`src/design/tkd_pkg.sv`:
```
`default_nettype none

package tkd_pkg;

  // Input op codes (carried on tuser)
  localparam logic [1:0] OP_DATA = 2'd0;
  localparam logic [1:0] OP_NONE = 2'd1;
  localparam logic [1:0] OP_EOI  = 2'd2;

  // Result key kinds
  localparam logic [3:0] KIND_PLAIN      = 4'd0;
  localparam logic [3:0] KIND_HOME       = 4'd1;
  localparam logic [3:0] KIND_END        = 4'd2;
  localparam logic [3:0] KIND_DELETE     = 4'd3;
  localparam logic [3:0] KIND_UP         = 4'd4;
  localparam logic [3:0] KIND_DOWN       = 4'd5;
  localparam logic [3:0] KIND_LEFT       = 4'd6;
  localparam logic [3:0] KIND_RIGHT      = 4'd7;
  localparam logic [3:0] KIND_CTRL_LEFT  = 4'd8;
  localparam logic [3:0] KIND_CTRL_RIGHT = 4'd9;
  localparam logic [3:0] KIND_BARE_ESC   = 4'd10;
  localparam logic [3:0] KIND_EOI        = 4'd11;

  // Characters
  localparam logic [7:0] CH_ESC    = 8'h1b;
  localparam logic [7:0] CH_LBRACK = 8'h5b;  // '['
  localparam logic [7:0] CH_O      = 8'h4f;  // 'O'
  localparam logic [7:0] CH_TILDE  = 8'h7e;  // '~'
  localparam logic [7:0] CH_SEMI   = 8'h3b;  // ';'
  localparam logic [7:0] CH_0      = 8'h30;
  localparam logic [7:0] CH_1      = 8'h31;
  localparam logic [7:0] CH_3      = 8'h33;
  localparam logic [7:0] CH_4      = 8'h34;
  localparam logic [7:0] CH_5      = 8'h35;
  localparam logic [7:0] CH_7      = 8'h37;
  localparam logic [7:0] CH_8      = 8'h38;
  localparam logic [7:0] CH_9      = 8'h39;
  localparam logic [7:0] CH_A      = 8'h41;
  localparam logic [7:0] CH_B      = 8'h42;
  localparam logic [7:0] CH_C      = 8'h43;
  localparam logic [7:0] CH_D      = 8'h44;
  localparam logic [7:0] CH_F      = 8'h46;
  localparam logic [7:0] CH_H      = 8'h48;

  // Decode result for one item
  typedef struct packed {
    logic       emit;
    logic [3:0] kind;
    logic [7:0] key_byte;
  } tkd_res_t;

endpackage

`default_nettype wire

```
`src/design/tkd_decoder.sv`:
```
`default_nettype none

// Escape sequence state machine. res is combinational from the current
// state and the item; state advances only when step is high.
module tkd_decoder (
  input  wire logic             clk,
  input  wire logic             rst_n,
  input  wire logic             step,
  input  wire logic [1:0]       op,
  input  wire logic [7:0]       data_byte,
  output tkd_pkg::tkd_res_t     res
);
  import tkd_pkg::*;

  typedef enum logic [2:0] {
    PH_IDLE  = 3'd0,
    PH_ESC   = 3'd1,
    PH_INTRO = 3'd2,
    PH_DIGIT = 3'd3,
    PH_MOD   = 3'd4,
    PH_FINAL = 3'd5
  } phase_t;

  phase_t     phase_r, phase_nxt;
  logic [7:0] intro_r, intro_nxt;
  logic [7:0] digit_r, digit_nxt;
  logic       mod5_r, mod5_nxt;
  logic       have;
  logic [3:0] k;

  assign have = (op == OP_DATA);

  always_comb begin
    phase_nxt = phase_r;
    intro_nxt = intro_r;
    digit_nxt = digit_r;
    mod5_nxt  = mod5_r;
    res       = '0;
    k         = KIND_PLAIN;
    case (phase_r)
      PH_ESC: begin
        if (!have) begin
          phase_nxt = PH_IDLE;
          res       = '{emit: 1'b1, kind: KIND_BARE_ESC, key_byte: CH_ESC};
        end else begin
          intro_nxt = data_byte;
          phase_nxt = PH_INTRO;
        end
      end
      PH_INTRO: begin
        phase_nxt = PH_IDLE;
        if (!have) begin
          res = '{emit: 1'b1, kind: KIND_BARE_ESC, key_byte: CH_ESC};
        end else if (intro_r == CH_LBRACK && data_byte >= CH_0 && data_byte <= CH_9) begin
          digit_nxt = data_byte;
          phase_nxt = PH_DIGIT;
        end else begin
          if (intro_r == CH_LBRACK) begin
            case (data_byte)
              CH_A:    k = KIND_UP;
              CH_B:    k = KIND_DOWN;
              CH_C:    k = KIND_RIGHT;
              CH_D:    k = KIND_LEFT;
              CH_H:    k = KIND_HOME;
              CH_F:    k = KIND_END;
              default: k = KIND_PLAIN;
            endcase
          end else if (intro_r == CH_O) begin
            case (data_byte)
              CH_H:    k = KIND_HOME;
              CH_F:    k = KIND_END;
              default: k = KIND_PLAIN;
            endcase
          end
          res = '{emit: (k != KIND_PLAIN), kind: k, key_byte: 8'd0};
        end
      end
      PH_DIGIT: begin
        phase_nxt = PH_IDLE;
        if (!have) begin
          res = '{emit: 1'b1, kind: KIND_BARE_ESC, key_byte: CH_ESC};
        end else if (data_byte == CH_SEMI) begin
          phase_nxt = PH_MOD;
        end else begin
          if (data_byte == CH_TILDE) begin
            case (digit_r)
              CH_1, CH_7: k = KIND_HOME;
              CH_3:       k = KIND_DELETE;
              CH_4, CH_8: k = KIND_END;
              default:    k = KIND_PLAIN;
            endcase
          end
          res = '{emit: (k != KIND_PLAIN), kind: k, key_byte: 8'd0};
        end
      end
      PH_MOD: begin
        if (!have) begin
          phase_nxt = PH_IDLE;  // late break: swallowed
        end else begin
          mod5_nxt  = (data_byte == CH_5);
          phase_nxt = PH_FINAL;
        end
      end
      PH_FINAL: begin
        phase_nxt = PH_IDLE;
        if (have && mod5_r) begin
          case (data_byte)
            CH_C:    k = KIND_CTRL_RIGHT;
            CH_D:    k = KIND_CTRL_LEFT;
            default: k = KIND_PLAIN;
          endcase
        end
        res = '{emit: (k != KIND_PLAIN), kind: k, key_byte: 8'd0};
      end
      default: begin
        phase_nxt = PH_IDLE;
        if (op == OP_EOI) begin
          res = '{emit: 1'b1, kind: KIND_EOI, key_byte: 8'd0};
        end else if (have) begin
          if (data_byte == CH_ESC) begin
            phase_nxt = PH_ESC;
          end else begin
            res = '{emit: 1'b1, kind: KIND_PLAIN, key_byte: data_byte};
          end
        end
      end
    endcase
  end

  always_ff @(posedge clk) begin
    if (!rst_n) begin
      phase_r <= PH_IDLE;
      intro_r <= 8'd0;
      digit_r <= 8'd0;
      mod5_r  <= 1'b0;
    end else if (step) begin
      phase_r <= phase_nxt;
      intro_r <= intro_nxt;
      digit_r <= digit_nxt;
      mod5_r  <= mod5_nxt;
    end
  end

endmodule

`default_nettype wire

```
`src/design/terminal_key_escape_decoder.sv`:
```
// Path: an accepted item is held in the input register, decoded, and its
// key is written to the result register once that slot is free.
// Throughput: 1 transaction per cycle while out_tready is high; keyless
// items retire even when a result is held, a key-producing item waits and
// drops in_tready until the slot drains. Reset: rst_n synchronous, active
// low; decoder returns to idle, both pipeline registers empty.
`default_nettype none

module terminal_key_escape_decoder (
  input  wire logic       clk,
  input  wire logic       rst_n,
  // input channel
  input  wire logic       in_tvalid,
  output logic            in_tready,
  input  wire logic [7:0] in_tdata,   // [7:0] data_byte
  input  wire logic [1:0] in_tuser,   // [1:0] op
  // result channel
  output logic            out_tvalid,
  input  wire logic       out_tready,
  output logic [7:0]      out_tdata,  // [7:0] key_byte
  output logic [3:0]      out_tuser   // [3:0] key_kind
);
  import tkd_pkg::*;

  // Input register stage
  logic       in_valid_r;
  logic [1:0] in_op_r;
  logic [7:0] in_byte_r;

  // Result register stage
  logic       out_valid_r;
  logic [3:0] out_kind_r;
  logic [7:0] out_byte_r;

  tkd_res_t res;
  logic     adv;   // item in the input register is decoded this cycle
  logic     out_free;

  // Decoder state moves only when the registered item is consumed.
  tkd_decoder u_dec (
    .clk       (clk),
    .rst_n     (rst_n),
    .step      (adv),
    .op        (in_op_r),
    .data_byte (in_byte_r),
    .res       (res)
  );

  // Result slot is usable if empty or being drained this cycle.
  assign out_free  = !out_valid_r || out_tready;
  // Items that produce no key retire regardless of output backpressure.
  assign adv       = in_valid_r && (!res.emit || out_free);
  assign in_tready = !in_valid_r || adv;

  always_ff @(posedge clk) begin
    if (!rst_n) begin
      in_valid_r <= 1'b0;
    end else if (in_tready) begin
      in_valid_r <= in_tvalid;
    end
  end

  always_ff @(posedge clk) begin
    if (in_tready && in_tvalid) begin
      in_op_r   <= in_tuser;
      in_byte_r <= in_tdata;
    end
  end

  always_ff @(posedge clk) begin
    if (!rst_n) begin
      out_valid_r <= 1'b0;
    end else if (out_free) begin
      out_valid_r <= adv && res.emit;
    end
  end

  always_ff @(posedge clk) begin
    if (adv && res.emit) begin
      out_kind_r <= res.kind;
      out_byte_r <= res.key_byte;
    end
  end

  assign out_tvalid = out_valid_r;
  assign out_tuser  = out_kind_r;
  assign out_tdata  = out_byte_r;

endmodule

`default_nettype wire

```
`config.mk`:
```
export PLATFORM = sky130hd
export DESIGN_NAME = terminal_key_escape_decoder
export DESIGN_NICKNAME = d
export VERILOG_FILES = /design/src/design/tkd_pkg.sv /design/src/design/tkd_decoder.sv /design/src/design/terminal_key_escape_decoder.sv
export SDC_FILE = /design/constraint.sdc
export NUM_CORES = 1
export LEC_CHECK = 0
export BUFFER_PORTS_ARGS = -buffer_cell sky130_fd_sc_hd__buf_4
export CORE_ASPECT_RATIO = 1.4
export CORE_MARGIN = 8
export CORE_UTILIZATION = 62
export CTS_CLUSTER_DIAMETER = 80
export DETAILED_ROUTE_END_ITERATION = 12
export PLACE_DENSITY = 0.81
export SLEW_MARGIN = 25
export SYNTH_ARGS = -nofsm -noshare
export SYNTH_HDL_FRONTEND = slang
export SYNTH_SLANG_ARGS = --single-unit
```
`constraint.sdc`:
```
create_clock -name clk -period 7.3 [get_ports clk]
set_input_delay 0.365 -clock clk [delete_from_list [all_inputs] [get_ports clk]]
set_output_delay 0.365 -clock clk [all_outputs]
set_load 0.05 [all_outputs]
```
; Yosys cells after proc, flatten, opt, wreduce, memory -nomap -nowiden
; Index checks and enable logic that the tools add are counted.
[classes]
mux = 34
magnitude_cmp = 2
reduce_logical = 21
n_eq_ne = 23
[op_table]
columns = op, count
row1 = 13-bit 2-to-1 mux, 8
row2 = 8-bit by 7-bit == test with 1-bit output (second input constant), 9
row3 = 13-bit one-hot mux with 5 select lines, 1
row4 = 8-bit by 6-bit == test with 1-bit output (second input constant), 7
row5 = 4-bit 2-to-1 mux, 11
row6 = 3-bit 2-to-1 mux, 6
row7 = 3-bit one-hot mux with 6 select lines, 1
row8 = 3-bit one-hot mux with 5 select lines, 1
row9 = 4-bit nonzero test, 3
row10 = 8-bit by 5-bit == test with 1-bit output (second input constant), 1
row11 = 8-bit by 6-bit greater-or-equal comparator with 1-bit output (second input constant), 1
row12 = 8-bit by 6-bit less-or-equal comparator with 1-bit output (second input constant), 1
row13 = 4-bit one-hot mux with 2 select lines, 1
row14 = 3-bit by 2-bit == test with 1-bit output (second input constant), 2
row15 = 3-bit == test (second input constant), 2
row16 = 1-bit logical AND, 6
row17 = 2-bit one-hot mux with 3 select lines, 1
row18 = 3-bit AND reduction, 2
row19 = 2-bit 2-to-1 mux, 2
row20 = 2-bit one-hot mux with 2 select lines, 1
row21 = 4-bit AND reduction, 1
row22 = 2-bit OR reduction, 2
row23 = 3-bit by 1-bit == test with 1-bit output (second input constant), 1
row24 = 1-bit logical NOT, 3
row25 = other kinds (4), 6
[word_totals]
register_bits = 44
word_cells = 90
inputBits = 14
output_inout_bits = 14

; Logic depth before layout (Yosys ltp)
; Gate-level depths: netlist of run 1.
[depth]
depth_word = 16
ltp_mapped = 7
ltp_nobuf = 6

; By module
; From an unflattened synthesis of run 1, not the netlist that was laid out.
[unflattened]
hier_cells = 192
area_unflattened_um2 = 2068.2
[modules_own_cells]
columns = mod, n_inst, cells_each, seq_area_each_um2, area_each_um2
row1 = tkd_decoder, 1, 158, 400.4, 1290.0
row2 = terminal_key_escape_decoder, 1, 34, 700.7, 778.2

; Worst setup path after synthesis of run 1
; OpenSTA, ideal clock, no wires.
[synth_timing]
path_kind = register -> register
from = reg in_byte_r[5]
to = reg out_byte_r[0], in the netlist out_tdata[0], enable pin
path_stages_with_launch = 7
required_time_ns = 6.920
arrival_ns = 2.511
slack_ns = 4.409
path_buffers = 0
path_cell_list = edfxtp_1 -> or4b_4 -> or4_4 -> or2_4 -> nand4_1 -> o21ai_1 -> nor2_1
[synth_via]
elab_chain_len = 15
[synth_lines]
columns = element, line
row1 = from (decl), terminal_key_escape_decoder.sv:28  ; logic [7:0] in_byte_r;
row2 = from (signal assigned), terminal_key_escape_decoder.sv:66  ; in_byte_r <= in_tdata;
row3 = 8-bit by 7-bit == test with 1-bit output, "tkd_decoder.sv:59, tkd_decoder.sv:69"
row4 = 2-bit one-hot mux with 2 select lines, tkd_decoder.sv:69  ; case (data_byte)
row5 = 4-bit 2-to-1 mux, tkd_decoder.sv:68  ; end else if (intro_r == CH_O) begin
row6 = 4-bit 2-to-1 mux, tkd_decoder.sv:58  ; if (intro_r == CH_LBRACK) begin
row7 = 4-bit 2-to-1 mux, tkd_decoder.sv:54  ; end else if (intro_r == CH_LBRACK && data_byte >= CH_0 && data_byte <= CH_9) begin
row8 = 4-bit 2-to-1 mux, tkd_decoder.sv:52  ; if (!have) begin
row9 = 4-bit 2-to-1 mux, tkd_decoder.sv:40  ; case (phase_r)
row10 = 4-bit nonzero test, tkd_decoder.sv:75  ; res = '{emit: (k != KIND_PLAIN), kind: k, key_byte: 8'd0};
row11 = 13-bit 2-to-1 mux, tkd_decoder.sv:54
row12 = 13-bit 2-to-1 mux, tkd_decoder.sv:52
row13 = 13-bit one-hot mux with 5 select lines *, tkd_decoder.sv:40
row14 = 1-bit logical NOT, terminal_key_escape_decoder.sv:52  ; assign adv = in_valid_r && (!res.emit || out_free);
row15 = 1-bit logical OR, terminal_key_escape_decoder.sv:52
row16 = 1-bit logical AND, terminal_key_escape_decoder.sv:52
row17 = 1-bit logical AND *, terminal_key_escape_decoder.sv:79  ; if (adv && res.emit) begin
row18 = to (signal assigned), terminal_key_escape_decoder.sv:81  ; out_byte_r <= res.key_byte;
row19 = to (decl), terminal_key_escape_decoder.sv:33  ; logic [7:0] out_byte_r;
; Every way passes the cells marked *; elsewhere a longest branch is shown, timed or not. The select of a mux whose other input is x is not followed.
; A chain may end at the register's enable or synchronous reset.

; Worst setup path after layout of run 1
[layout_timing]
from = reg in_byte_r[5]
to = reg out_kind_r[3], in the netlist out_tuser[3], enable pin
[layout_via]
elab_chain_len = 15
[layout_lines]
columns = element, line
row1 = 8-bit by 7-bit == test with 1-bit output, "tkd_decoder.sv:59, tkd_decoder.sv:69"
row2 = 2-bit one-hot mux with 2 select lines, tkd_decoder.sv:69
row3 = 4-bit 2-to-1 mux, tkd_decoder.sv:68
row4 = 4-bit 2-to-1 mux, tkd_decoder.sv:58
row5 = 4-bit 2-to-1 mux, tkd_decoder.sv:54
row6 = 4-bit 2-to-1 mux, tkd_decoder.sv:52
row7 = 4-bit 2-to-1 mux, tkd_decoder.sv:40
row8 = 4-bit nonzero test, tkd_decoder.sv:75
row9 = 13-bit 2-to-1 mux, tkd_decoder.sv:54
row10 = 13-bit 2-to-1 mux, tkd_decoder.sv:52
row11 = 13-bit one-hot mux with 5 select lines *, tkd_decoder.sv:40
row12 = 1-bit logical NOT, terminal_key_escape_decoder.sv:52
row13 = 1-bit logical OR, terminal_key_escape_decoder.sv:52
row14 = 1-bit logical AND, terminal_key_escape_decoder.sv:52
row15 = 1-bit logical AND *, terminal_key_escape_decoder.sv:79
row16 = to (signal assigned), terminal_key_escape_decoder.sv:80  ; out_kind_r <= res.kind;
row17 = to (decl), terminal_key_escape_decoder.sv:32  ; logic [3:0] out_kind_r;
; Marks and branches as above.

==> results of run 1 <==
per-layer routing:
layer	vias to the layer above	routed length, microns	GRT usage
li1	853	-	-
met1	820	2079	0.2094
met2	51	2882	0.3473
met3	6	273	0.03093
met4	0	48	0.06298
met5	-	0	0
power by group through the flow:
stage | registers, mW | clock network, mW | logic [mW]
2_1_floorplan | 0.288 | 0 | 0.0285
3_3_place_gp | 0.283 | 0 | 0.0492
3_5_place_dp | 0.284 | 0 | 0.0498
4_1_cts | 0.278 | 0.150 | 0.0500
5_1_grt | 0.279 | 0.157 | 0.0537
6_report | 0.278 | 0.148 | 0.0498
critical path: stages (launching register included):
cell and delay [ns]:
edfxtp_1 0.49, or4b_4 0.60, or4_4 0.53, or2_4 0.26, nand4_1 0.14, o21ai_1 0.09, nor2_1 0.73
kinds of logic after synthesis:
kind of cell	share of synthesized area
XOR/XNOR	0.007749
buffers and inverters	0.02988
multiplexers	0.04870
flip-flops	0.4870
AND/OR/NAND/NOR	0.2784
AO/OA/AOI/OAI	0.1483
cell usage after synthesis (3+ instances only):
library cell  count  area [sq um]
nand3_1           3         15.01
dfxtp_1          22         440.4
nand4_1           4         25.02
nand4b_1          5         43.79
edfxtp_1         22         660.6
o31ai_1           3         22.52
o21ai_0           9         45.04
nor2_1           12         45.04
a21oi_1           8         40.04
nand2_1           8         30.03
mux2i_1          11         110.1
nor3_1            9         45.04
nand2b_1          4         25.02
and2_1            6         37.54
clkbuf_1          6         22.52
o211ai_1          4         30.03
nor4b_1           3         26.28
nor2b_1          15         93.84
nand3b_1          3         22.52
inv_1             4         15.01
nor4_1            3         18.77
a21o_1            5         37.54
through the flow:
step | total power [mW] | instance area (sq um) | setup slack (ns) | instances
4_1_cts | 0.4778 | 2549 | 4.094 | 282
5_1_grt | 0.4900 | 2549 | 3.952 | 282
2_1_floorplan | 0.3160 | 2261 | 4.409 | 214
6_report | 0.4760 | 2549 | 4.100 | 282
3_3_place_gp | 0.3319 | 2464 | 4.251 | 274
3_5_place_dp | 0.3335 | 2464 | 4.100 | 274
worst min path at each step:
stage | startpoint | to | slack [ns] | cells past startpoint
4_1_cts | in_tdata[4] | in_byte_r[4] | 0.24 | 1
5_1_grt | in_tdata[3] | in_byte_r[3] | 0.24 | 1
2_1_floorplan | u_dec.digit_r[5] | u_dec.digit_r[5] | 0.45 | 2
3_3_place_gp | u_dec.digit_r[4] | u_dec.digit_r[4] | 0.46 | 2
6_report | in_tdata[4] | in_byte_r[4] | 0.24 | 1
3_5_place_dp | u_dec.digit_r[4] | u_dec.digit_r[4] | 0.48 | 2
final cells by class:
cell class	count	area, sq um
Clock buffer	6	72.57
Clock inverter	2	12.51
Fill cell	272	1030
Inverter	4	15.01
Multi-Input combinational cell	157	1092
Sequential cell	44	1101
Tap cell	42	52.55
Timing Repair Buffer	27	202.7
flip-flops by register name (all words and copies together), names as in the netlist:
signal / cells
in_byte_r: 8
u_dec.intro_r: 8
out_tdata: 8
u_dec.mod5_r: 1
u_dec.digit_r: 8
in_op_r: 2
out_tvalid: 1
u_dec.phase_r: 3
in_valid_r: 1
out_tuser: 4
==> metrics.md, run 1 <==
| Metric | Value |
|---|---|
| DRC Markers | `0` |
| Clock Skew | `0.01343 ns` |
| Pwr/cell area | `roughly 190 nW/um^2` |
| Initial DRC count | `93` |
| EDFF count, synth | `22` |
| CTS Buffer Depth | `2` |
| Synthesized cell area | `around 2300 sq um` |
| Final net count | `approximately 250` |
| N_diodes | `0` |
| Syn_nets | `approximately 230` |
| Placeable Area | `3578 sq um` |
| CTS Buf Count | `5` |
| Overflow after GRT | `0` |
| Routed wire length | `between 5000 and 6000 microns` |
| Reg2Reg Setup Slack | `4.10 ns` |
| Reg2Reg Depth | `6` |
| Drt pass-1 iters | `4` |
| Initial antenna violation count | `0` |
| Startpoint Class | `register` |
| Vias | `about 1,700` |
| H-tree Lvls | `2` |
| Sw Ratio | `0.2535` |
| YS warnings | `0` |
| End of the critical path | `out_tuser[3]` |
| CP required | `approximately 7.2 ns` |
| HPWL reported at the end of detailed placement | `about 4000 microns` |
| Fin crit share | `0.4384` |
| Root Buffer | `clkbuf_8` |
| Avg Cell Area, Syn | `between 10 and 15 sq um` |
| Critical Path End Type | `register` |
| Ports | `28` |
| Commonest non-fill, non-tap cells in the layout | `27 x buf_4, 22 x edfxtp_1, 22 x dfxtp_1` |
| Mapped Cells | `214` |
| Crit Path Category | `register to register` |
| Synth async-reset ratio | `0` |
| RSZ-0062 raised after global routing | `false` |
| Clk slew on worst S/H paths | `0.09 ns` |
| Max IR drop VDD | `around 160 uV` |
| Final core occ | `0.7122` |
| Count of cell types in the netlist | `56` |
| CTS Hold Buffers Added | `0` |
| Clk pwr share | `0.311` |
| Crit path launch | `in_byte_r[5]` |
| Most used DFF post-synth | `edfxtp_1` |
| Area Overhead vs Synth | `12.73%` |
| Status | `complete, no violations` |
| Hold Crit Class | `input port to register` |
| FF-to-FF End | `out_tuser[3]` |
| Die W | `approximately 67 microns` |
| Clk_lat worst skew | `~0.3 ns` |
| Avg WL per Cell | `~19 microns` |
| Sequential fraction of the synthesis area | `0.4870` |
| LEAKAGE | `roughly 0.97 nW` |
| First-pass GRT wire length | `approximately 8500 microns` |
| Final Max Tran Viols | `0` |
| Via count of the first global-routing pass | `~1,800` |
| Endpoints failing setup | `0` |
| Fin crit period | `3.200 ns` |
| Psw | `0.1207 mW` |
| Post-synthesis register bit count | `44` |
| Post-route setup TNS | `0 ns` |
| Port bufs | `27` |
| Row count | `26` |
| Post-CTS resize count | `0` |
| CP max FO | `12` |
| CP Data Arrival Time | `~3.1 ns` |
| Overall fraction of global-route tracks in use | `0.1891` |
| Via density | `between 6 and 7` |
| Worst-Margin Slew | `~0.94 ns` |
| Fmax | `roughly 0.31 GHz` |
| Layout cells sized above 1 | `0.2083` |
| Internal power | `0.3554 mW` |
| Largest net degree at the start of global routing | `25` |
| Postcts setup bufs | `0` |
| Max-Cap Viols | `0` |
| Initial core utilization | `0.6318` |
| Relative slew margins | `0.3685` |
| Antenna-violating nets left | `0` |
| Flop pwr share | `0.585` |
| Worst hold margin | `~0.24 ns` |
| CTS tree | `yes` |
| Full die area | `just under 6000 sq um` |
| Most common cell after layout, fill and taps aside | `buf_4` |
| Die Ht | `just under 90 microns` |
| Power share of the combinational group | `0.105` |
| Worst r2r src | `in_byte_r[5]` |
| CTS sink cnt | `44` |
| GP Congestion | `around 1.0` |
| Final hold violation count | `0` |
Note: power is estimated with default switching activity, not from simulation.
==> run 2: changes to the inputs <==
--- a/config.mk
+++ b/config.mk
@@ -5,13 +5,14 @@
 export SDC_FILE = /design/constraint.sdc
 export NUM_CORES = 1
 export LEC_CHECK = 0
+export ABC_AREA = 1
 export BUFFER_PORTS_ARGS = -buffer_cell sky130_fd_sc_hd__buf_4
 export CORE_ASPECT_RATIO = 1.4
 export CORE_MARGIN = 8
-export CORE_UTILIZATION = 62
+export CORE_UTILIZATION = 52
 export CTS_CLUSTER_DIAMETER = 80
 export DETAILED_ROUTE_END_ITERATION = 12
-export PLACE_DENSITY = 0.81
+export PLACE_DENSITY = 0.72
 export SLEW_MARGIN = 25
 export SYNTH_ARGS = -nofsm -noshare
 export SYNTH_HDL_FRONTEND = slang
==> constraint.sdc (replaced) <==
create_clock -name clk -period 2.9 [get_ports clk]
set_input_delay 0.145 -clock clk [delete_from_list [all_inputs] [get_ports clk]]
set_output_delay 0.145 -clock clk [all_outputs]
set_load 0.05 [all_outputs]
==> run 2 against run 1 <==
Compared with the run above:
- worst hold slack lost 0.22 ns
- synthesized area grew 3.2%
- routed wire length shrank 6.1%
- highest routed layer unchanged
- critical path depth grew 5
==> metrics.md, run 2 <==
| Metric | Value |
|---|---|
| Status | `complete, no violations` |
| Row count | `29` |
| Post-Layout Cell Count | `between 300 and 400` |
| Pwr/cell area | `roughly 470 nW/um^2` |
| Commonest non-fill, non-tap cells in the layout | `61 x nand2_1, 53 x inv_1, 40 x nor2_1` |
| Crit path launch | `in_byte_r[2]` |
| Worst-Margin Slew | `around 0.66 ns` |
| Routed wire length | `between 4000 and 5000 microns` |
| Area share of the largest cell type after synthesis | `0.2833` |
| CTS tree | `yes` |
| CP max FO | `19` |
| Via density | `~5.0` |
| HPWL reported at the end of detailed placement | `4063 microns` |
| Layout cells sized above 1 | `0.1916` |
| Hold Crit Class | `input port to register` |
| CTS sink cnt | `44` |
| Mapped Cells | `slightly above 300` |
| Die Ht | `95.24 microns` |
| Design area | `about 2700 sq um` |
| Most frequent cell after synthesis | `nand2_1` |
| Clk slew on worst S/H paths | `around 0.08 ns` |
| GP Congestion | `a little under 1` |
| N_diodes | `0` |
| Placed cell areas | `2591 sq um` |
| Via count of the first global-routing pass | `approximately 1,900` |
| Top cells by area, synth | `edfxtp_1 28%, dfxtp_1 19%, nand2_1 9.8%` |
| Post-CTS resize count | `0` |
| Area Overhead vs Synth | `15.40%` |
| End of the critical path | `out_tdata[3]` |
| Initial core utilization | `0.5269` |
| Endpoints failing setup | `0` |
| Fin crit share | `0.8423` |
| Clock Skew | `approximately 0.0077 ns` |
| CP required | `~2.8 ns` |
| Root Buffer | `clkbuf_8` |
| Max IR drop VDD | `around 330 uV` |
| Overall fraction of global-route tracks in use | `0.1592` |
| Final core occ | `0.6080` |
| Placed cell count | `388` |
| Crit Path Category | `register to register` |
| Overflow after GRT | `0` |
| CTS Hold Buffers Added | `0` |
| Initial antenna violation count | `0` |
| Max-Cap Viols | `0` |
| Syn_nets | `about 320` |
| Count of cell types in the netlist | `31` |
| Placeable Area | `about 4400 sq um` |
| Fin crit period | `~2.4 ns` |
| CTS Buffer Depth | `2` |
| Postcts setup bufs | `0` |
| DRC Markers | `0` |
| EDFF count, synth | `22` |
| Final Max Tran Viols | `0` |
| RSZ-0062 raised after global routing | `false` |
| First-pass GRT wire length | `about 8600 microns` |
| Relative slew margins | `0.5601` |
| Sequential fraction of the synthesis area | `0.4721` |
| Vias | `slightly below 2,000` |
| Final net count | `around 350` |
| Antenna-violating nets left | `0` |
| Power Total | `between 1 and 1.5 mW` |
| Full die area | `between 6000 and 7000 sq um` |
| Critical Path End Type | `register` |
| Leading area contributor after synthesis | `edfxtp_1` |
| Clk_lat worst skew | `about 0.29 ns` |
| Synthesized cell area | `about 2300 sq um` |
| Avg WL per Cell | `12.54 microns` |
| Fmax | `between 0.4 and 0.5 GHz` |
| Post-synthesis register bit count | `44` |
| Die W | `between 70 and 80 microns` |
| LEAKAGE | `roughly 1.2 nW` |
| Largest net degree at the start of global routing | `22` |
| CP Data Arrival Time | `roughly 2.4 ns` |
| Ports | `28` |
| Most used DFF post-synth | `edfxtp_1` |
| Startpoint Class | `register` |
| Reg2Reg Setup Slack | `~0.46 ns` |
| Avg Cell Area, Syn | `approximately 7.7 sq um` |
| Synth async-reset ratio | `0` |
| Port bufs | `27` |
| Worst r2r src | `in_byte_r[2]` |
| Initial DRC count | `98` |
| Reg2Reg Depth | `11` |
| CTS Buf Count | `5` |
| Fillcell total | `420` |
| Commonest cells in the netlist | `61 x nand2_1, 53 x inv_1, 40 x nor2_1` |
| Drt pass-1 iters | `4` |
| Most common cell after layout, fill and taps aside | `nand2_1` |
| FF-to-FF End | `out_tdata[3]` |
| H-tree Lvls | `2` |
| Post-route setup TNS | `0 ns` |
| Final hold violation count | `0` |
| YS warnings | `0` |
## run 2: cell count changes in the layout (fill, tap and decap cells not counted), moves of 6 or more
cell / previous run / this run
and2_1: 6 / 0
inv_1: 4 / 53
inv_2: 0 / 9
mux2i_1: 11 / 0
nand2_1: 8 / 61
nand3_1: 3 / 22
nand4_1: 4 / 18
nor2_1: 12 / 40
nor2_2: 0 / 9
nor2b_1: 15 / 0
## run 2: critical path: stages (launching register included)
cell,delay (ns)
edfxtp_1,0.44
inv_2,0.15
nand2_1,0.12
nor3_1,0.22
nor2_1,0.11
nor2_1,0.20
nand3_4,0.14
nand2_8,0.15
nand2_1,0.11
inv_1,0.09
nand2_1,0.05
inv_1,0.31
## run 2: cells by family (layout without fill, tap and decap cells)
| family | count (synthesis) | after routing | synth area share |
|---|---|---|---|
| and+or+nand+nor | 168 | 168 | 0.3546 |
| buffers and inverters | 67 | 98 | 0.1121 |
| DFF | 44 | 44 | 0.4721 |
| AOI/OAI and AO/OA | 23 | 23 | 0.05741 |
| xor gates and xnor gates | 1 | 1 | 0.003756 |
## run 2: layer usage
metal,part of all wire,track usage
met2,0.48,0.2702
met5,0,0
met3,0.059,0.03684
met4,0.054,0.1089
met1,0.41,0.1715
## run 2: cell type report
type	instances	area, sq um	area share
Clock buffer	8	100.1	0.03719
Inverter	62	232.7	0.08647
Multi-Input combinational cell	192	969.7	0.3603
Sequential cell	44	1101	0.4091
Tap cell	62	77.57	0.02882
Timing Repair Buffer	28	210.2	0.07810
## run 2: report_power, final
part | internal [mW] | switching, mW
clock network | 0.217 | 0.184
registers | 0.679 | 0.0132
logic | 0.0507 | 0.117
## run 2: metrics by stage
stage | setup WS (ns) | hold WS, ns
after floorplan | 0.5735 | 0.2439
after global placement | 0.5002 | 0.3229
after detailed placement | 0.4757 | 0.3247
after CTS | 0.4568 | 0.01742
after global routing | 0.2001 | 0.01596
final | 0.4572 | 0.02760
## run 2: how the worst min path moves through the flow
stage               slack, ns            to  cells past startpoint         from
finish                   0.03  in_byte_r[5]                      1  in_tdata[5]
global route             0.02  in_byte_r[2]                      1  in_tdata[2]
CTS                      0.02  in_byte_r[7]                      1  in_tdata[7]
detailed placement       0.32  in_byte_r[2]                      1  in_tdata[2]
global placement         0.32  in_byte_r[6]                      1  in_tdata[6]
floorplan                0.24  in_byte_r[0]                      0  in_tdata[0]
